$ cat src/hdl/command_line_tokenizer_macros.svh
// ----------------------------------------------------------------------------
// command_line_tokenizer_macros.svh
// Assertion macros shared by the tokenizer RTL.
// ----------------------------------------------------------------------------
`ifndef COMMAND_LINE_TOKENIZER_MACROS_SVH
`define COMMAND_LINE_TOKENIZER_MACROS_SVH

// Check a property on every rising clock edge outside reset.
`define CLT_ASSERT(label, prop, msg) \
    label: assert property (@(posedge clk) disable iff (!rst_n) (prop)) \
        else $error(msg);

// Check that a condition never holds outside reset.
`define CLT_NEVER(label, cond, msg) \
    label: assert property (@(posedge clk) disable iff (!rst_n) !(cond)) \
        else $error(msg);

`endif

$ cat src/hdl/clt_pkg.sv
// ----------------------------------------------------------------------------
// clt_pkg
// Types and constants of the command line tokenizer.
// ----------------------------------------------------------------------------
package clt_pkg;

    // Field widths of the request and result channels
    localparam int BYTE_W   = 8;
    localparam int INDEX_W  = 6;
    localparam int OFFSET_W = 5;
    localparam int COUNT_W  = 6;
    // Width that holds any counter value plus one at the widest parameters
    localparam int WIDE_W   = 9;

    // Configuration register indexes
    localparam int CFG_IDX_W = 2;
    localparam logic [CFG_IDX_W-1:0] REG_SEPARATOR = 2'd0;
    localparam logic [CFG_IDX_W-1:0] REG_QUOTE     = 2'd1;

    // Reset values of the configuration registers and the terminator byte
    localparam logic [BYTE_W-1:0] SEPARATOR_RESET = 8'd32;
    localparam logic [BYTE_W-1:0] QUOTE_RESET     = 8'd34;
    localparam logic [BYTE_W-1:0] TERMINATOR      = 8'd0;

    // Parse phases
    typedef enum logic [3:0] {
        PH_BEGIN        = 4'd0,
        PH_NAME         = 4'd1,
        PH_NAME_END     = 4'd2,
        PH_PARAM        = 4'd3,
        PH_PARAM_END    = 4'd4,
        PH_QUOTE_OPEN   = 4'd5,
        PH_IN_QUOTE     = 4'd6,
        PH_QUOTE_CLOSED = 4'd7,
        PH_DRAIN        = 4'd8
    } phase_t;

endpackage

$ cat src/hdl/clt_byte_if.sv
// ----------------------------------------------------------------------------
// clt_byte_if
// Request channel carrying one command line byte.
// ----------------------------------------------------------------------------
interface clt_byte_if;
    import clt_pkg::*;

    logic              valid;
    logic              ready;
    logic [BYTE_W-1:0] in_byte;

    modport source (output valid, output in_byte, input ready);
    modport sink   (input valid, input in_byte, output ready);
endinterface

$ cat src/hdl/clt_result_if.sv
// ----------------------------------------------------------------------------
// clt_result_if
// Result channel carrying one tokenizer result per request.
// ----------------------------------------------------------------------------
interface clt_result_if;
    import clt_pkg::*;

    logic                valid;
    logic                ready;
    logic                char_valid;
    logic [BYTE_W-1:0]   char_out;
    logic [INDEX_W-1:0]  token_index;
    logic [OFFSET_W-1:0] char_offset;
    logic                token_end;
    logic                line_done;
    logic                parse_error;
    logic [COUNT_W-1:0]  param_count;

    modport source (
        output valid, output char_valid, output char_out, output token_index,
        output char_offset, output token_end, output line_done,
        output parse_error, output param_count, input ready
    );
    modport sink (
        input valid, input char_valid, input char_out, input token_index,
        input char_offset, input token_end, input line_done,
        input parse_error, input param_count, output ready
    );
endinterface

$ cat src/hdl/clt_cfg_if.sv
// ----------------------------------------------------------------------------
// clt_cfg_if
// Configuration write channel: register index and write data.
// ----------------------------------------------------------------------------
interface clt_cfg_if;
    import clt_pkg::*;

    logic                 valid;
    logic                 ready;
    logic [CFG_IDX_W-1:0] index;
    logic [BYTE_W-1:0]    data;

    modport source (output valid, output index, output data, input ready);
    modport sink   (input valid, input index, input data, output ready);
endinterface

$ cat src/hdl/command_line_tokenizer.sv
// ----------------------------------------------------------------------------
// command_line_tokenizer
// Result: registered at the edge that accepts its byte and offered on the
//   result channel from the next cycle on.
// Throughput: one byte per cycle; the result register decides the rate, and
//   a byte is taken whenever that register is empty or is read in the cycle.
// Reset: rst_n clears phase, counters and the result valid flag and restores
//   separator 32 and quote 34. No clearing pass is needed.
// ----------------------------------------------------------------------------
module command_line_tokenizer #(
    parameter int MAX_PARAMS    = 32,
    parameter int MAX_TOKEN_LEN = 32
) (
    input  logic         clk,
    input  logic         rst_n,
    clt_byte_if.sink     line,
    clt_result_if.source result,
    clt_cfg_if.sink      cfg
);
    import clt_pkg::*;

    `include "command_line_tokenizer_macros.svh"

    localparam int PW = $clog2(MAX_PARAMS + 1);
    localparam int OW = $clog2(MAX_TOKEN_LEN);
    localparam logic [PW-1:0] PARAMS_LIMIT = PW'(MAX_PARAMS);
    localparam logic [OW-1:0] OFFSET_LIMIT = OW'(MAX_TOKEN_LEN - 1);

    // Actions decoded for one byte
    typedef struct packed {
        logic   store;      // emit a token character
        logic   param_tok;  // character or end belongs to a parameter
        logic   err;        // format error on this byte
        logic   err_nul;    // the error byte is the terminator
        logic   tok_end;    // current token ends on this byte
        logic   fin;        // a parameter completes on this byte
        logic   line_end;   // line ends normally on this byte
        logic   clear;      // terminator that ends dropping
        phase_t phase_go;   // phase taken when there is no error and no line end
    } act_t;

    logic [BYTE_W-1:0] separator_reg;
    logic [BYTE_W-1:0] quote_reg;
    phase_t            phase_reg, phase_next;
    logic [PW-1:0]     params_reg, params_next;
    logic [OW-1:0]     offset_reg, offset_next;

    logic                out_valid_reg;
    logic                char_valid_reg, char_valid_next;
    logic [BYTE_W-1:0]   char_out_reg, char_out_next;
    logic [INDEX_W-1:0]  token_index_reg, token_index_next;
    logic [OFFSET_W-1:0] char_offset_reg, char_offset_next;
    logic                token_end_reg, token_end_next;
    logic                line_done_reg, line_done_next;
    logic                parse_error_reg, parse_error_next;
    logic [COUNT_W-1:0]  param_count_reg, param_count_next;

    logic          accept;
    logic          is_nul, is_sep, is_quo, is_ord;
    logic          tok_full, params_full;
    logic [WIDE_W-1:0] param_idx_wide;
    act_t          act;

    // Take a byte when the result register is free or drains this cycle
    assign line.ready = !out_valid_reg || result.ready;
    assign accept     = line.valid && line.ready;
    assign cfg.ready  = 1'b1;

    // Classify the byte; separator wins over quote
    assign is_nul = (line.in_byte == TERMINATOR);
    assign is_sep = !is_nul && (line.in_byte == separator_reg);
    assign is_quo = !is_nul && !is_sep && (line.in_byte == quote_reg);
    assign is_ord = !is_nul && !is_sep && !is_quo;

    assign tok_full       = (offset_reg >= OFFSET_LIMIT);
    assign params_full    = (params_reg == PARAMS_LIMIT);
    assign param_idx_wide = WIDE_W'(params_reg) + WIDE_W'(1);

    // Decode the actions for the current phase and byte class
    always_comb
    begin
        act          = '0;
        act.phase_go = phase_reg;
        case (phase_reg)
            PH_BEGIN:
            begin
                if (is_quo || is_nul)
                begin
                    act.err     = 1'b1;
                    act.err_nul = is_nul;
                end
                else if (is_ord)
                begin
                    act.store    = 1'b1;
                    act.phase_go = PH_NAME;
                end
            end
            PH_NAME:
            begin
                if (is_sep)
                begin
                    act.tok_end  = 1'b1;
                    act.phase_go = PH_NAME_END;
                end
                else if (is_quo)
                    act.err = 1'b1;
                else if (is_nul)
                begin
                    act.tok_end  = 1'b1;
                    act.line_end = 1'b1;
                end
                else
                    act.store = 1'b1;
            end
            PH_NAME_END, PH_PARAM_END:
            begin
                if (is_nul)
                    act.line_end = 1'b1;
                else if (is_quo || is_ord)
                begin
                    if (params_full)
                        act.err = 1'b1;
                    else if (is_quo)
                        act.phase_go = PH_QUOTE_OPEN;
                    else
                    begin
                        act.store     = 1'b1;
                        act.param_tok = 1'b1;
                        act.phase_go  = PH_PARAM;
                    end
                end
            end
            PH_PARAM:
            begin
                if (is_sep || is_nul)
                begin
                    act.tok_end   = 1'b1;
                    act.param_tok = 1'b1;
                    act.fin       = 1'b1;
                    act.line_end  = is_nul;
                    act.phase_go  = PH_PARAM_END;
                end
                else if (is_quo)
                    act.err = 1'b1;
                else
                begin
                    act.store     = 1'b1;
                    act.param_tok = 1'b1;
                end
            end
            PH_QUOTE_OPEN:
            begin
                if (is_quo || is_nul)
                begin
                    act.err     = 1'b1;
                    act.err_nul = is_nul;
                end
                else
                begin
                    act.store     = 1'b1;
                    act.param_tok = 1'b1;
                    act.phase_go  = PH_IN_QUOTE;
                end
            end
            PH_IN_QUOTE:
            begin
                if (is_quo)
                    act.phase_go = PH_QUOTE_CLOSED;
                else if (is_nul)
                begin
                    act.err     = 1'b1;
                    act.err_nul = 1'b1;
                end
                else
                begin
                    act.store     = 1'b1;
                    act.param_tok = 1'b1;
                end
            end
            PH_QUOTE_CLOSED:
            begin
                if (is_sep || is_nul)
                begin
                    act.tok_end   = 1'b1;
                    act.param_tok = 1'b1;
                    act.fin       = 1'b1;
                    act.line_end  = is_nul;
                    act.phase_go  = PH_PARAM_END;
                end
                else
                    act.err = 1'b1;
            end
            default:
            begin
                if (is_nul)
                begin
                    act.clear    = 1'b1;
                    act.phase_go = PH_BEGIN;
                end
            end
        endcase

        // Turn a store into an error when the token is full
        if (act.store && tok_full)
        begin
            act.store = 1'b0;
            act.err   = 1'b1;
        end
    end

    // Next phase and counters
    always_comb
    begin
        if (act.err)
            phase_next = act.err_nul ? PH_BEGIN : PH_DRAIN;
        else if (act.line_end)
            phase_next = PH_BEGIN;
        else
            phase_next = act.phase_go;

        if (act.err || act.line_end || act.clear)
            params_next = '0;
        else if (act.fin)
            params_next = params_reg + PW'(1);
        else
            params_next = params_reg;

        if (act.store)
            offset_next = offset_reg + OW'(1);
        else if (act.err || act.line_end || act.clear || act.tok_end)
            offset_next = '0;
        else
            offset_next = offset_reg;
    end

    // Result fields for the byte
    always_comb
    begin
        char_valid_next  = act.store;
        char_out_next    = act.store ? line.in_byte : '0;
        char_offset_next = act.store ? OFFSET_W'(offset_reg) : '0;
        token_end_next   = act.tok_end;
        line_done_next   = act.line_end;
        parse_error_next = act.err;
        if ((act.store || act.tok_end) && act.param_tok)
            token_index_next = param_idx_wide[INDEX_W-1:0];
        else
            token_index_next = '0;
        if (act.err)
            param_count_next = COUNT_W'(params_reg);
        else if (act.line_end && act.fin)
            param_count_next = param_idx_wide[COUNT_W-1:0];
        else if (act.line_end)
            param_count_next = COUNT_W'(params_reg);
        else
            param_count_next = COUNT_W'(params_next);
    end

    // Hold parse state; advance on each accepted request
    always_ff @(posedge clk or negedge rst_n)
    begin
        if (!rst_n)
        begin
            phase_reg  <= PH_BEGIN;
            params_reg <= '0;
            offset_reg <= '0;
        end
        else if (accept)
        begin
            phase_reg  <= phase_next;
            params_reg <= params_next;
            offset_reg <= offset_next;
        end
    end

    // Write configuration registers; drop unknown indexes
    always_ff @(posedge clk or negedge rst_n)
    begin
        if (!rst_n)
        begin
            separator_reg <= SEPARATOR_RESET;
            quote_reg     <= QUOTE_RESET;
        end
        else if (cfg.valid && cfg.ready)
        begin
            case (cfg.index)
                REG_SEPARATOR: separator_reg <= cfg.data;
                REG_QUOTE:     quote_reg     <= cfg.data;
                default:       ;
            endcase
        end
    end

    // Track result register occupancy
    always_ff @(posedge clk or negedge rst_n)
    begin
        if (!rst_n)
            out_valid_reg <= 1'b0;
        else if (accept)
            out_valid_reg <= 1'b1;
        else if (result.ready)
            out_valid_reg <= 1'b0;
    end

    // Load result payload on accept
    always_ff @(posedge clk)
    begin
        if (accept)
        begin
            char_valid_reg  <= char_valid_next;
            char_out_reg    <= char_out_next;
            token_index_reg <= token_index_next;
            char_offset_reg <= char_offset_next;
            token_end_reg   <= token_end_next;
            line_done_reg   <= line_done_next;
            parse_error_reg <= parse_error_next;
            param_count_reg <= param_count_next;
        end
    end

    assign result.valid       = out_valid_reg;
    assign result.char_valid  = char_valid_reg;
    assign result.char_out    = char_out_reg;
    assign result.token_index = token_index_reg;
    assign result.char_offset = char_offset_reg;
    assign result.token_end   = token_end_reg;
    assign result.line_done   = line_done_reg;
    assign result.parse_error = parse_error_reg;
    assign result.param_count = param_count_reg;

    // Checks on the tokenizer's own state
    `CLT_NEVER(a_err_and_done,
        out_valid_reg && parse_error_reg && line_done_reg,
        "error with line done")
    `CLT_NEVER(a_char_with_end,
        out_valid_reg && char_valid_reg && (token_end_reg || parse_error_reg),
        "char with end or error")
    `CLT_ASSERT(a_offset_bound, offset_reg <= OFFSET_LIMIT, "token offset past limit")
    `CLT_ASSERT(a_params_bound, params_reg <= PARAMS_LIMIT, "parameter count past limit")
    `CLT_ASSERT(a_err_drains,
        (accept && act.err && !act.err_nul) |=>
            (phase_reg == PH_DRAIN && params_reg == '0 && offset_reg == '0),
        "error did not enter drain")

endmodule
$ cat src/flat_wrapper.sv
// flat-port wrapper written by rule: the top's interface ports become plain ports
module command_line_tokenizer_flat import clt_pkg::*;
#(
    parameter int MAX_PARAMS    = 32,
    parameter int MAX_TOKEN_LEN = 32
)
  (clk, rst_n, line_valid, line_in_byte, line_ready, result_valid, result_char_valid, result_char_out, result_token_index, result_char_offset, result_token_end, result_line_done, result_parse_error, result_param_count, result_ready, cfg_valid, cfg_index, cfg_data, cfg_ready);
  clt_byte_if line_i ();
  clt_result_if result_i ();
  clt_cfg_if cfg_i ();
  input  logic clk;
  input  logic rst_n;
  input wire logic [$bits(line_i.valid)-1:0] line_valid;
  input wire logic [$bits(line_i.in_byte)-1:0] line_in_byte;
  output wire logic [$bits(line_i.ready)-1:0] line_ready;
  output wire logic [$bits(result_i.valid)-1:0] result_valid;
  output wire logic [$bits(result_i.char_valid)-1:0] result_char_valid;
  output wire logic [$bits(result_i.char_out)-1:0] result_char_out;
  output wire logic [$bits(result_i.token_index)-1:0] result_token_index;
  output wire logic [$bits(result_i.char_offset)-1:0] result_char_offset;
  output wire logic [$bits(result_i.token_end)-1:0] result_token_end;
  output wire logic [$bits(result_i.line_done)-1:0] result_line_done;
  output wire logic [$bits(result_i.parse_error)-1:0] result_parse_error;
  output wire logic [$bits(result_i.param_count)-1:0] result_param_count;
  input wire logic [$bits(result_i.ready)-1:0] result_ready;
  input wire logic [$bits(cfg_i.valid)-1:0] cfg_valid;
  input wire logic [$bits(cfg_i.index)-1:0] cfg_index;
  input wire logic [$bits(cfg_i.data)-1:0] cfg_data;
  output wire logic [$bits(cfg_i.ready)-1:0] cfg_ready;
  assign line_i.valid = line_valid;
  assign line_i.in_byte = line_in_byte;
  assign line_ready = line_i.ready;
  assign result_valid = result_i.valid;
  assign result_char_valid = result_i.char_valid;
  assign result_char_out = result_i.char_out;
  assign result_token_index = result_i.token_index;
  assign result_char_offset = result_i.char_offset;
  assign result_token_end = result_i.token_end;
  assign result_line_done = result_i.line_done;
  assign result_parse_error = result_i.parse_error;
  assign result_param_count = result_i.param_count;
  assign result_i.ready = result_ready;
  assign cfg_i.valid = cfg_valid;
  assign cfg_i.index = cfg_index;
  assign cfg_i.data = cfg_data;
  assign cfg_ready = cfg_i.ready;
  command_line_tokenizer #(.MAX_PARAMS(MAX_PARAMS), .MAX_TOKEN_LEN(MAX_TOKEN_LEN)) u_core (.clk(clk), .rst_n(rst_n), .line(line_i), .result(result_i), .cfg(cfg_i));
endmodule
$ cat config.mk
export PLATFORM = sky130hd
export DESIGN_NAME = command_line_tokenizer_flat
export DESIGN_NICKNAME = d
export VERILOG_FILES = /design/src/hdl/clt_pkg.sv /design/src/hdl/clt_byte_if.sv /design/src/hdl/clt_result_if.sv /design/src/hdl/clt_cfg_if.sv /design/src/hdl/command_line_tokenizer.sv /design/src/flat_wrapper.sv
export VERILOG_INCLUDE_DIRS = /design/src /design/src/hdl
export SDC_FILE = /design/constraint.sdc
export NUM_CORES = 1
export LEC_CHECK = 0
export BUFFER_PORTS_ARGS = -buffer_cell sky130_fd_sc_hd__buf_4
export CORE_MARGIN = 8
export CORE_UTILIZATION = 45
export CTS_BUF_LIST = sky130_fd_sc_hd__clkbuf_8
export CTS_CLUSTER_SIZE = 40
export DETAILED_ROUTE_END_ITERATION = 10
export PLACE_DENSITY = 0.66
export SKIP_CTS_REPAIR_TIMING = 1
export SYNTH_ARGS = -nofsm -noshare
export SYNTH_HDL_FRONTEND = slang
export SYNTH_SLANG_ARGS = --single-unit
$ cat constraint.sdc
create_clock -name clk -period 3 [get_ports clk]
set_clock_uncertainty 0.2 [all_clocks]
set_input_delay 0.6 -clock clk [delete_from_list [all_inputs] [get_ports clk]]
set_output_delay 0.6 -clock clk [all_outputs]
set_load 0.01 [all_outputs]
# After elaboration in Yosys (flattened, before gate mapping)
# Cells that the tools add are included.
dict set report totals {
  ff_bits 61
  out_inout_bits 32
  word_cells 133
}
dict set report op_classes {
  n_addsub 3
  magnitude_cmp 1
  eq_ne 20
  n_mux 61
  reduce_logical 34
}
# cell n
set ops {}
lappend ops {{two-way mux 4 bit} 13}
lappend ops {{two-way mux 6 bit} 5}
lappend ops {{one-hot mux 4 bit (6 select lines)} 1}
lappend ops {{two-way mux 1 bit} 23}
lappend ops {{!= test 4 x 1 -> 1 bit, second input constant} 5}
lappend ops {{equality test 4 x 3 -> 1 bit, second input constant} 4}
lappend ops {{equality test 8 bit} 2}
lappend ops {{!= test 4 x 2 -> 1 bit, second input constant} 4}
lappend ops {{two-way mux 5 bit} 3}
lappend ops {{adder 6 x 1 -> 6 bit, second input constant} 2}
lappend ops {{two-way mux 2 bit} 6}
lappend ops {{two-way mux 3 bit} 4}
lappend ops {{one-hot mux 1 bit (6 select lines)} 2}
lappend ops {{AND reduction 11 bit} 1}
lappend ops {{nonzero test 9 bit} 1}
lappend ops {{equality test 4 x 2 -> 1 bit, second input constant} 2}
lappend ops {{logical AND 1 bit} 8}
lappend ops {{zero test 8 bit} 1}
lappend ops {{logical OR 1 bit} 8}
lappend ops {{OR reduction 8 bit} 1}
lappend ops {{equality test 6 bit, second input constant} 1}
lappend ops {{AND reduction 2 bit} 3}
lappend ops {{OR reduction 2 bit} 3}
lappend ops {{adder 5 x 1 -> 5 bit, second input constant} 1}
lappend ops {{other kinds (10)} 15}

# Depth between registers and ports, before layout
# Gate-level depths: netlist of run 1.
dict set report logic_depth {
  depth_word 20
  mapped_depth 9
  ltp_nobuf 9
}

# Worst setup path after synthesis of run 1
# No wires, ideal clock.
dict set report synth_timing {
  kind {in2reg}
  from {in line_in_byte[6]}
  to {reg u_core.param_count_reg[2], in the netlist u_core.result.param_count[2], data pin}
  t_arrival_ns 2.321
  setup_slack_ns 0.214
  path_stages 9
  path_cell_list {xor2_1 -> nor4_2 -> and2_1 -> buf_6 -> o21bai_1 -> o31ai_2 -> nor2_2 -> a221oi_1 -> a21oi_1}
}
dict set report synth_via {
  elab_chain_len 20
}
# element line_no
set synth_lines {}
lappend synth_lines {{start: declaration} flat_wrapper.sv:14} ;# input wire logic [$bits(line_i.in_byte)-1:0] line_in_byte;
lappend synth_lines {{zero test 8 bit} command_line_tokenizer.sv:70} ;# assign is_nul = (line.in_byte == TERMINATOR);
lappend synth_lines {{zero test 1 bit} {command_line_tokenizer.sv:71, command_line_tokenizer.sv:72, command_line_tokenizer.sv:73}}
lappend synth_lines {{logical AND 1 bit} command_line_tokenizer.sv:71} ;# assign is_sep = !is_nul && (line.in_byte == separator_reg);
lappend synth_lines {{zero test 1 bit} {command_line_tokenizer.sv:72, command_line_tokenizer.sv:73}}
lappend synth_lines {{logical AND 1 bit} {command_line_tokenizer.sv:72, command_line_tokenizer.sv:73}}
lappend synth_lines {{logical AND 1 bit} command_line_tokenizer.sv:72} ;# assign is_quo = !is_nul && !is_sep && (line.in_byte == quote_reg);
lappend synth_lines {{zero test 1 bit} command_line_tokenizer.sv:73} ;# assign is_ord = !is_nul && !is_sep && !is_quo;
lappend synth_lines {{logical AND 1 bit} command_line_tokenizer.sv:73}
lappend synth_lines {{[4 not listed]} -}
lappend synth_lines {{logical AND 1 bit} command_line_tokenizer.sv:204} ;# if (act.store && tok_full)
lappend synth_lines {{two-way mux 1 bit} command_line_tokenizer.sv:204}
lappend synth_lines {{logical OR 1 bit (2 in a row)} command_line_tokenizer.sv:221} ;# if (act.err || act.line_end || act.clear)
lappend synth_lines {{two-way mux 6 bit} command_line_tokenizer.sv:221}
lappend synth_lines {{two-way mux 6 bit} command_line_tokenizer.sv:253} ;# else if (act.line_end)
lappend synth_lines {{two-way mux 6 bit} command_line_tokenizer.sv:251} ;# else if (act.line_end && act.fin)
lappend synth_lines {{two-way mux 6 bit *} command_line_tokenizer.sv:249} ;# if (act.err)
lappend synth_lines {{via u_core.param_count_next[2]} command_line_tokenizer.sv:56} ;# logic [COUNT_W-1:0] param_count_reg, param_count_next;
lappend synth_lines {{end signal: assignment} command_line_tokenizer.sv:317} ;# param_count_reg <= param_count_next;
lappend synth_lines {{end: declaration} command_line_tokenizer.sv:56}
# The timed path passes the listed nets; every way through them passes the cells marked *. The select of a mux whose other input is x is not followed.
# A chain may end at the register's enable or synchronous reset.

# Worst setup path after layout of run 1
dict set report layout_timing {
  from {in line_in_byte[7]}
  to {reg u_core.offset_reg[2]}
}
dict set report layout_via {
  elab_chain_len 19
}
# element line_no
set layout_lines {}
lappend layout_lines {{zero test 8 bit} command_line_tokenizer.sv:70}
lappend layout_lines {{zero test 1 bit} {command_line_tokenizer.sv:71, command_line_tokenizer.sv:72, command_line_tokenizer.sv:73}}
lappend layout_lines {{logical AND 1 bit} command_line_tokenizer.sv:71}
lappend layout_lines {{zero test 1 bit} {command_line_tokenizer.sv:72, command_line_tokenizer.sv:73}}
lappend layout_lines {{logical AND 1 bit} {command_line_tokenizer.sv:72, command_line_tokenizer.sv:73}}
lappend layout_lines {{logical AND 1 bit} command_line_tokenizer.sv:72}
lappend layout_lines {{zero test 1 bit} command_line_tokenizer.sv:73}
lappend layout_lines {{logical AND 1 bit} command_line_tokenizer.sv:73}
lappend layout_lines {{logical OR 1 bit} command_line_tokenizer.sv:119} ;# else if (is_quo || is_ord)
lappend layout_lines {{two-way mux 3 bit} command_line_tokenizer.sv:119}
lappend layout_lines {{two-way mux 3 bit} command_line_tokenizer.sv:117} ;# if (is_nul)
lappend layout_lines {{one-hot mux 1 bit (6 select lines)} command_line_tokenizer.sv:84} ;# case (phase_reg)
lappend layout_lines {{logical AND 1 bit} command_line_tokenizer.sv:204}
lappend layout_lines {{two-way mux 1 bit} command_line_tokenizer.sv:204}
lappend layout_lines {{logical OR 1 bit (3 in a row)} command_line_tokenizer.sv:230} ;# else if (act.err || act.line_end || act.clear || act.tok_end)
lappend layout_lines {{nonzero test 2 bit (no line)} -}
lappend layout_lines {{AND reduction 2 bit (no line)} -}
lappend layout_lines {{end signal: assignment} command_line_tokenizer.sv:272} ;# offset_reg <= offset_next;
lappend layout_lines {{end: declaration} command_line_tokenizer.sv:46} ;# logic [OW-1:0] offset_reg, offset_next;
# Parallel ways exist; a longest one is shown, timed or not. The select of a mux whose other input is x is not followed.

==> results.py, run 1 <==
metrics = {
    "critical_path": {
        "crit_path_top_delay_cell": "sky130_fd_sc_hd__o41ai_4",
        "critPathLaunchType": "input pin",
        "worstPathMaxFanout": 7,
        "path_cells": "buf_4 > xor2_1 > nor4_2 > and2_1 > o31ai_1 > a311o_1 > o41ai_4 > a22o_1",
        "crit_path_end_kind": "register",
        "critical_path_rt_ns": 3.08,
        "critPathMaxStageDelay_ns": 0.53,
        "critical_path_class": "in2reg",
        "worst-endpoint-arrival_ns": 2.89,
    },
    "synth": {
        "post_synth_num_cell_types": 63,
        "synth_seq_cells": 61,
        "synthFlopType": "sky130_fd_sc_hd__edfxtp_1",
        "netlist_instances": 286,
        "yosysSeqAreaShare_pct": 52.00,
        "asyncSetResetFlopFracSynth_pct": 52.46,
        "synth-edff-count": 29,
        "syn_area_per_cell_um2": 11.27,
        "syn-num-nets": 313,
        "ys.warnings.count": 0,
        "synthesized_area_mm2": 0.003222,
    },
    "clock_network": {
        "clk_latency_ns": 0.34,
        "cts_buffers": 9,
        "cts-root-buf": "sky130_fd_sc_hd__clkbuf_8",
        "cts.htree.levels": 3,
        "cts_max_path_buffers": 2,
        "clkSlewWorstSetupHoldPaths_ns": 0.07,
        "cts.sink_count": 61,
        "cts_tree": "done",
    },
    "detailed_routing": {
        "routed_wirelength_um": 7406,
        "route.detailed.vias_per_inst": 5.350,
        "avgRoutedWirePerCell_um": 15.79,
        "drc_errors": 0,
        "first_iteration_detailed_routing_drc_count": 155,
        "drt_pass_1_iters": 4,
        "drtAntennaViolNets": 0,
        "via_count": 2509,
    },
    "sta": {
        "timing_max_transition_violations_final": 0,
        "timing.final.setup_violations": 0,
        "max_freq_mhz": 356.1,
        "finalWorstSetupSlack_ns": 0.1920,
        "grt_setup_unrepaired": "false",
        "finalHoldViolCount": 10,
        "tightest_slew_ns": 0.5105,
        "maxSlewHeadroom_pct": 65.93,
        "min_period_over_period_pct": 93.60,
        "worst_hold_slack_ns": -0.003458,
        "fin_crit_ns": 2.808,
    },
    "finish": {
        "drive_above_1_share_pct": 33.78,
        "layout-area-overhead-vs-synth_pct": 27.38,
        "finalNonFillerCells": 469,
        "final_core_utilization_pct": 57.82,
        "nNetsFinal": 392,
        "layout.cell_area.non_filler_mm2": 0.004104,
        "diode_count": 0,
    },
    "floorplanning": {
        "die-area_mm2": 0.01012,
        "fp.dieH_um": 100.6,
        "die-width_um": 100.6,
        "core_area_mm2": 0.007098,
        "placementRows": 31,
        "ioPinCount": 55,
        "start_util_pct": 45.39,
    },
    "power": {
        "power_leakage_nw": 1.741,
        "ir_worst_vdd_mv": 0.3461,
        "power_per_cell_area_mw_per_mm2": 808.7,
    },
    "global_route": {
        "total_routing_usage_reported_by_global_routing_pct": 15.40,
        "number_of_antenna_violations_at_the_first_check_in_global_routing": 0,
        "grt_first_pass_wirelength_um": 12300,
        "grt_pass1_vias": 2656,
        "largest_net_degree_at_the_start_of_global_routing": 33,
        "global_route.overflow_total": 0,
    },
    "job": {
        "maxCapViolations": 0,
    },
    "placed_design": {
        "routabilityCongestion": 0.9249,
        "hpwlAfterDp_um": 5479,
        "detailed_place.area_mm2": 0.003880,
        "dp_cells": 453,
        "dp_worst_setup_slack_ns": -0.1140,
        "portBuffers": 53,
    },
    "run_status": {
        "violations_in_the_final_reports": "hold timing",
        "run_status": "finished, violations left",
    },
    "worst_hold_path": {
        "hold_path_class": "in2async",
    },
}
==> metal layers <==
layer,part of all wire (%),vias up,global-route usage [%]
met5,0,-,0
met4,1.6,0,8.140
met3,5.6,12,4.144
met2,49,69,25.93
met1,44,1205,17.39
li1,-,1223,-
==> power breakdown <==
| part | switching, W | total [W] | internal, W | leakage, nW |
|---|---|---|---|---|
| clock network | 0.000334 | 0.000822 | 0.000489 | 0.112 |
| registers | 0.000181 | 0.00130 | 0.00112 | 0.666 |
| logic | 0.000648 | 0.00120 | 0.000551 | 0.962 |
| total | 0.00116 | 0.00332 | 0.00216 | 1.74 |
==> cell families after synthesis <==
group,after synthesis,share of synthesized area [%]
AOI/OAI and AO/OA,63,14.64
other,1,0.1164
and+or+nand+nor,89,14.87
muxes,20,6.835
DFF,61,52.00
xor gates and xnor gates,22,5.980
buffers and inverters,25,3.689
adders and majority gates,5,1.864
==> cell usage in the layout (no fill, tap or decap), drive strengths merged, types with 3 or more instances in the layout <==
cell type   n
buf        81
dfrtp      29
edfxtp     29
nor2       21
xor2       17
nand2      16
mux2       16
a21oi      16
and2       15
inv        11
clkbuf     10
nand3       9
o22ai       9
nor4        7
xnor2       5
o21ai       5
nor3        5
nand2b      4
mux2i       4
ha          4
clkinv      4
and3        3
a31oi       3
a2bb2oi     3
o32ai       3
dfstp       3
nor3b       3
==> path summary, 6_finish.rpt <==
| check | from | end | slack [ns] | depth (start not counted) |
|---|---|---|---|---|
| worst max-delay path | line_in_byte[7] | u_core.offset_reg[2] | 0.19 | 8 |
| worst min-delay path | rst_n | u_core.separator_reg[3] | -0.003 | 1 |
| worst max register to register | u_core.separator_reg[4] | u_core.offset_reg[2] | 0.21 | 7 |
| worst min register to register | u_core.offset_reg[0] | u_core.offset_reg[0] | 0.32 | 1 |
| max in group asynchronous | rst_n | u_core.separator_reg[5] | 2.26 | 1 |
| min in group clk | line_valid | u_core.result.valid | 0.26 | 2 |
==> cells in the mapped netlist (all sizes together) (2+ instances only) <==
library cell	n	area share [%]
ha	4	1.6
o21ai	5	0.78
a2bb2oi	3	0.82
a311oi	2	0.54
nor4	7	1.7
o32ai	3	0.82
nand3	9	1.4
nor2	21	2.5
dfstp	3	2.4
nand2b	4	0.78
o21bai	2	0.47
edfxtp	29	27
and3	3	0.58
mux2i	4	1.2
clkbuf	6	0.70
a31oi	3	0.58
xnor2	5	1.4
mux2	16	5.6
nor3	5	0.93
o2bb2ai	2	0.54
a22o	2	0.54
dfrtp	29	23
o22ai	9	1.7
a21oi	16	2.6
nor3b	3	0.85
o31ai	2	0.62
inv	11	1.3
a221oi	2	0.54
xor2	17	4.6
a32o	2	0.62
nand2	16	1.9
and2	15	3.0
buf	7	1.6
==> metrics by stage <==
step | setup TNS (ns) | total power [W]
floorplan | 0 | 0.002071
global placement | -0.4844 | 0.002482
detailed placement | -0.7232 | 0.002495
CTS | 0 | 0.003328
global route | 0 | 0.003524
finish | 0 | 0.003319
==> critical path, delay by kind of cell <==
family                 cells  cell delay, ns
AO/OA/AOI/OAI              4            1.32
XOR/XNOR                   1            0.17
buffers and inverters      1            0.13
AND/OR/NAND/NOR            2            0.67
==> area by class of cell <==
| cell class | count | area [um^2] |
|---|---|---|
| fill | 623 | 2994 |
| clock buffer | 10 | 137.6 |
| inverter | 12 | 45.04 |
| tap | 99 | 123.9 |
| sequential | 61 | 1675 |
| multi-input combinational | 200 | 1428 |
| clock inverter | 6 | 86.33 |
| timing repair buffer | 81 | 608.1 |
No activity file was read; power rests on OpenSTA's default activity.
==> inputs of run 2 (changes only) <==
- ABC_AREA: unset -> 1
- CORE_ASPECT_RATIO: unset -> 1.75
==> run 2 against run 1 <==
  * The flow still finishes with violations (hold timing)
  * Core utilization down 3.4 points
  * Area after synthesis up 9.6%
  * Combinational power down 7%
  * Global-route usage up 0.12 points
  * Clock power down 23%
  * Register-to-register slack better by 0.35 ns
  * Via count up 22%
  * Die area up 9.1%
  * Sequential cell count unchanged
  * Worst hold slack better by 0.0011 ns
  * Worst setup slack better by 0.37 ns
  * Sequential power down 8%
  * Critical endpoint is now u_core.result.param_count[1]
  * Largest power group unchanged
==> results.py, run 2 <==
metrics = {
    "placed_design": {
        "portBuffers": 53,
        "routabilityCongestion": 0.9492,
        "hpwlAfterDp_um": 6241,
        "detailed_place.area_mm2": 0.004044,
    },
    "global_route": {
        "largest_net_degree_at_the_start_of_global_routing": 33,
        "grt_first_pass_wirelength_um": 13890,
        "total_routing_usage_reported_by_global_routing_pct": 15.52,
        "global_route.overflow_total": 0,
        "grt_pass1_vias": 3044,
        "number_of_antenna_violations_at_the_first_check_in_global_routing": 0,
    },
    "finish": {
        "layout.cells.most_common": "sky130_fd_sc_hd__nand2_1",
        "regArea_mm2": 0.001675,
        "multiInputGateArea_mm2": 0.001531,
        "final_core_utilization_pct": 54.43,
        "fillers": 761,
        "drive_above_1_share_pct": 21.78,
        "nNetsFinal": 550,
        "diode_count": 0,
        "layout.cell_area.non_filler_mm2": 0.004217,
        "most-common-layout-cells": "153 x sky130_fd_sc_hd__nand2_1, 63 x sky130_fd_sc_hd__inv_1, 56 x sky130_fd_sc_hd__buf_4, 55 x sky130_fd_sc_hd__nor2_1",
        "layout-area-overhead-vs-synth_pct": 19.46,
    },
    "worst_hold_path": {
        "hold_path_class": "in2async",
    },
    "floorplanning": {
        "placementRows": 43,
        "die-area_mm2": 0.01105,
        "start_util_pct": 45.56,
        "fp.dieH_um": 133.2,
        "core_area_mm2": 0.007747,
        "die-width_um": 82.95,
        "ioPinCount": 55,
    },
    "detailed_routing": {
        "drtAntennaViolNets": 0,
        "drt_pass_1_iters": 4,
        "drc_errors": 0,
        "avgRoutedWirePerCell_um": 13.22,
        "routed_wirelength_um": 8171,
        "via_count": 3050,
        "first_iteration_detailed_routing_drc_count": 171,
        "route.detailed.vias_per_inst": 4.935,
    },
    "sta": {
        "totalNegativeSetupSlack_ns": 0,
        "max_freq_mhz": 410.5,
        "worst_hold_slack_ns": -0.002362,
        "tightest_slew_ns": 0.5312,
        "grt_setup_unrepaired": "false",
        "maxSlewHeadroom_pct": 64.48,
        "timing.final.setup_violations": 0,
        "min_period_over_period_pct": 81.21,
        "timing_max_transition_violations_final": 0,
        "fin_crit_ns": 2.436,
        "finalHoldViolCount": 6,
    },
    "clock_network": {
        "cts_buffers": 9,
        "cts_max_path_buffers": 2,
        "clk_latency_ns": 0.35,
        "cts_tree": "done",
        "cts-root-buf": "sky130_fd_sc_hd__clkbuf_8",
        "clkSlewWorstSetupHoldPaths_ns": 0.07,
        "cts.sink_count": 61,
        "cts.htree.levels": 3,
    },
    "synth": {
        "synth_largest_type_area_fraction_pct": 24.67,
        "yosysTopAreaCell": "sky130_fd_sc_hd__edfxtp_1",
        "synth_seq_cells": 61,
        "ys.warnings.count": 0,
        "netlist_instances": 462,
        "synthesized_area_mm2": 0.003530,
        "synth-edff-count": 29,
        "synthFlopType": "sky130_fd_sc_hd__edfxtp_1",
        "yosysSeqAreaShare_pct": 47.47,
        "synth_area_leaders": "sky130_fd_sc_hd__edfxtp_1 25%, sky130_fd_sc_hd__dfrtp_1 21%, sky130_fd_sc_hd__nand2_1 16%",
        "syn-num-nets": 489,
        "asyncSetResetFlopFracSynth_pct": 52.46,
        "synth_most_common_cell": "sky130_fd_sc_hd__nand2_1",
        "ys_top_cells_by_count": "153 x sky130_fd_sc_hd__nand2_1, 60 x sky130_fd_sc_hd__inv_1, 55 x sky130_fd_sc_hd__nor2_1, 29 x sky130_fd_sc_hd__dfrtp_1, 29 x sky130_fd_sc_hd__edfxtp_1",
        "syn_area_per_cell_um2": 7.640,
        "post_synth_num_cell_types": 42,
    },
    "run_status": {
        "violations_in_the_final_reports": "hold timing",
        "run_status": "finished, violations left",
    },
    "critical_path": {
        "crit_path_end_kind": "register",
        "critPathLaunchType": "register",
        "worstPathMaxFanout": 10,
        "critical_path_rt_ns": 2.99,
        "worst-endpoint-arrival_ns": 2.43,
        "critical_path_class": "reg2reg",
    },
    "power": {
        "power_leakage_nw": 2.159,
        "power_per_cell_area_mw_per_mm2": 695.9,
        "ir_worst_vdd_mv": 0.3456,
    },
    "job": {
        "maxCapViolations": 0,
    },
}
-- run 2: cell count changes after synthesis, sizes merged, moves of 13 or more --
cell	change
and2	-15
nand3	+13
mux2	-16
nand2	+148
nor2	+40
xor2	-13
inv	+63
o21ai	+30
-- run 2: cells by family (layout without fill, tap and decap cells) --
logic type,Yosys count,after routing,share of synthesized area [%]
adders and majority gates,4,4,1.418
and+or+nand+nor,259,259,32.54
buffers and inverters,82,148,9.146
DFF,61,61,47.47
AOI/OAI and AO/OA,48,48,7.587
other,1,1,0.1062
xor gates and xnor gates,7,7,1.737
-- run 2: metal layers --
metal  share of wire (%)  GRT usage, %  wire (um)
met1                  36         14.19       2958
met2                  55         28.09       4488
met3                 5.7         5.685        467
met4                 3.1         9.528        257
met5                   0             0          0
-- run 2: final timing paths --
kind,start,slack [ns],depth (start not counted),endpoint
min,rst_n,-0.002,1,u_core.separator_reg[6]
min in group clk,u_core.offset_reg[3],0.28,2,u_core.offset_reg[3]
max,u_core.offset_reg[0],0.56,11,u_core.result.param_count[1]
max reg2reg,u_core.offset_reg[0],0.56,11,u_core.result.param_count[1]
min reg2reg,u_core.offset_reg[3],0.28,2,u_core.offset_reg[3]
max in group asynchronous,rst_n,2.26,1,u_core.separator_reg[5]
-- run 2: worst max-delay path: stages, from the launching register on --
cell and delay (ns):
sky130_fd_sc_hd__dfrtp_1 0.41, sky130_fd_sc_hd__ha_1 0.22, sky130_fd_sc_hd__nand2_1 0.09, sky130_fd_sc_hd__nor2_1 0.04, sky130_fd_sc_hd__ha_1 0.17, sky130_fd_sc_hd__a21oi_1 0.40, sky130_fd_sc_hd__inv_1 0.10, sky130_fd_sc_hd__nand2_2 0.10
sky130_fd_sc_hd__nand3_4 0.14, sky130_fd_sc_hd__nor2_2 0.16, sky130_fd_sc_hd__nand2_1 0.08, sky130_fd_sc_hd__a21oi_1 0.16
-- run 2: stage by stage --
step | hold slack [ns] | cells | setup WS [ns] | power (W)
floorplan | 0.1044 | 462 | 0.7201 | 0.001938
global placement | 0.2551 | 602 | 0.3881 | 0.002279
detailed placement | 0.2658 | 602 | 0.3336 | 0.002306
CTS | -0.003307 | 618 | 0.5765 | 0.002954
global route | 0.01423 | 618 | 0.3897 | 0.003146
finish | -0.002362 | 618 | 0.5637 | 0.002934
-- run 2: where the power goes --
| group | switching, W | internal [W] | total (W) |
|---|---|---|---|
| sequential | 0.000112 | 0.00108 | 0.00119 |
| clock | 0.000302 | 0.000332 | 0.000635 |
| combinational | 0.000706 | 0.000405 | 0.00111 |
-- run 2: layout make-up --
cell class	instances	share of cell area [%]
clock buffer	11	3.591
timing repair buffer	57	10.45
inverter	75	6.736
multi-input combinational	319	36.32
sequential	61	39.73
clock inverter	5	0.5045
tap	90	2.671
==> inputs of run 3 (changes only) <==
- clock period: 3 -> 2.35 ns (I/O delays scaled with it)
==> run 3 against run 2 <==
  * The run now ends clean
  * Wire length up 12%
  * Design area up 13%
  * Worst hold slack improved by 0.16 ns
  * First-iteration DRC count shrank 20%
  * Sequential power is 27% higher
  * Global-route usage is 1.3 points higher
  * Non-clock buffer count grew 47
  * Critical endpoint unchanged
  * Clock power is 43% higher
  * Combinational power rose by 65%
  * Via count grew 7.8%
==> results.py, run 3 (same netlist as run 2, synthesis figures left out) <==
metrics = {
    "sta": {
        "timing_max_transition_violations_final": 0,
        "worst_hold_slack_ns": 0.1601,
        "grt_setup_unrepaired": "true",
        "tightest_slew_ns": 0.5748,
        "fin_crit_ns": 2.290,
        "finalHoldViolCount": 0,
        "maxSlewHeadroom_pct": 61.56,
        "min_period_over_period_pct": 97.44,
        "max_freq_mhz": 436.7,
        "timing.final.setup_violations": 0,
    },
    "global_route": {
        "largest_net_degree_at_the_start_of_global_routing": 33,
        "globalRouteMet1Util_pct": 14.50,
        "global_route.overflow_total": 0,
        "grt_first_pass_wirelength_um": 15050,
        "grt.met3_usage_pct": 3.301,
        "grt_pass1_vias": 3340,
        "number_of_antenna_violations_at_the_first_check_in_global_routing": 0,
        "total_routing_usage_reported_by_global_routing_pct": 16.80,
        "grt_util_met2_pct": 33.35,
        "grt_busiest_layer": "met2",
    },
    "critical_path": {
        "critPathLaunchType": "register",
        "crit_path_end_kind": "register",
        "worst-endpoint-arrival_ns": 2.20,
        "critical_path_class": "reg2reg",
        "rr_startpoint": "u_core.quote_reg[5]",
        "critical_path_rt_ns": 2.26,
        "r2r_cells": 14,
        "setup.worst_path.start": "u_core.quote_reg[5]",
        "worstPathMaxFanout": 6,
    },
    "job": {
        "maxCapViolations": 0,
    },
    "floorplanning": {
        "die-area_mm2": 0.01105,
        "placementRows": 43,
        "ioPinCount": 55,
        "fp.dieH_um": 133.2,
        "start_util_pct": 45.56,
        "die-width_um": 82.95,
        "core_area_mm2": 0.007747,
    },
    "clock_network": {
        "cts_max_path_buffers": 2,
        "cts.htree.levels": 3,
        "clkSlewWorstSetupHoldPaths_ns": 0.07,
        "cts.sink_count": 61,
        "cts-root-buf": "sky130_fd_sc_hd__clkbuf_8",
        "cts_buffers": 9,
        "cts_tree": "done",
        "clk_latency_ns": 0.36,
    },
    "finish": {
        "layout.cells.most_common": "sky130_fd_sc_hd__nand2_1",
        "diode_count": 0,
        "finalNonFillerCells": 665,
        "most-common-layout-cells": "143 x sky130_fd_sc_hd__nand2_1, 96 x sky130_fd_sc_hd__buf_4, 64 x sky130_fd_sc_hd__inv_1, 49 x sky130_fd_sc_hd__nor2_1",
        "nNetsFinal": 597,
        "fillers": 709,
        "layout-area-overhead-vs-synth_pct": 35.16,
        "layout.cell_area.non_filler_mm2": 0.004771,
        "drive_above_1_share_pct": 32.70,
    },
    "run_status": {
        "run_status": "finished, final reports clean",
    },
    "worst_hold_path": {
        "hold_path_class": "in2reg",
        "worst_hold_path_depth": 3,
        "worst_hold_startpoint": "cfg_data[5]",
    },
    "detailed_routing": {
        "route.detailed.vias_per_inst": 4.946,
        "drc_errors": 0,
        "first_iteration_detailed_routing_drc_count": 136,
        "via_count": 3289,
        "drt_pass_1_iters": 4,
        "drtAntennaViolNets": 0,
        "avgRoutedWirePerCell_um": 13.82,
        "routed_wirelength_um": 9190,
    },
    "power": {
        "power_per_cell_area_mw_per_mm2": 890.0,
        "ir_worst_vdd_mv": 0.5260,
        "power_leakage_nw": 2.432,
    },
    "placed_design": {
        "routabilityCongestion": 0.9107,
        "dp_cells": 642,
        "portBuffers": 53,
        "detailed_place.area_mm2": 0.004369,
        "hpwlAfterDp_um": 7041,
    },
}
==> run 3: area by class of cell <==
| cell class | count | area (um^2) | share of cell area (%) |
|---|---|---|---|
| Sequential cell | 61 | 1675 | 35.12 |
| Multi-Input combinational cell | 319 | 1674 | 35.09 |
| Timing Repair Buffer | 104 | 835.8 | 17.52 |
| Inverter | 75 | 286.5 | 6.006 |
| Clock buffer | 10 | 137.6 | 2.885 |
| Tap cell | 90 | 112.6 | 2.360 |
| Clock inverter | 6 | 48.80 | 1.023 |
==> run 3: per-layer routing <==
metal / up-vias / share of wire (%)
li1: 1652 / -
met1: 1541 / 34
met3: 23 / 4.0
met4: 0 / 3.0
met2: 73 / 59
met5: - / 0
==> run 3: critical path, stage by stage, from the launching register on <==
cell                      delay [ns]
sky130_fd_sc_hd__dfstp_2        0.54
sky130_fd_sc_hd__inv_1          0.04
sky130_fd_sc_hd__nand2_1        0.05
sky130_fd_sc_hd__nand2_1        0.07
sky130_fd_sc_hd__nor2_1         0.10
sky130_fd_sc_hd__nand2_1        0.07
sky130_fd_sc_hd__nor2_2         0.13
sky130_fd_sc_hd__nand3_2        0.15
sky130_fd_sc_hd__nor2_1         0.20
sky130_fd_sc_hd__nor2_4         0.07
sky130_fd_sc_hd__nand2_4        0.08
sky130_fd_sc_hd__nor2_8         0.07
sky130_fd_sc_hd__buf_6          0.13
sky130_fd_sc_hd__nor2_2         0.10
sky130_fd_sc_hd__a21oi_2        0.05
==> run 3: final timing paths <==
| kind | to | slack (ns) |
|---|---|---|
| worst max-delay path | u_core.result.param_count[1] | 0.06 |
| worst min-delay path | u_core.separator_reg[5] | 0.16 |
| worst max register to register | u_core.result.param_count[1] | 0.06 |
| worst min register to register | u_core.offset_reg[3] | 0.28 |
| max in group asynchronous | u_core.separator_reg[5] | 1.20 |
| min in group asynchronous | u_core.phase_reg[3] | 0.40 |
==> run 3: report_power, final <==
| part | internal, W | switching [W] |
|---|---|---|
| registers | 0.00138 | 0.000135 |
| logic | 0.000786 | 0.00104 |
| clock network | 0.000500 | 0.000409 |
| total | 0.00266 | 0.00159 |
==> run 3: per-stage QoR <==
| step | TNS (ns) | total power (W) | setup WS, ns | util, % |
|---|---|---|---|---|
| after CTS | -0.03378 | 0.004105 | -0.01794 | 58.80 |
| after global routing | -0.4736 | 0.004524 | -0.04651 | 61.58 |
| after global placement | -0.5162 | 0.003156 | -0.09761 | 56.40 |
| after detailed placement | -1.192 | 0.003186 | -0.1371 | 56.40 |
| final | 0 | 0.004246 | 0.06010 | 61.58 |
| after floorplan | 0 | 0.002474 | 0.2001 | - |
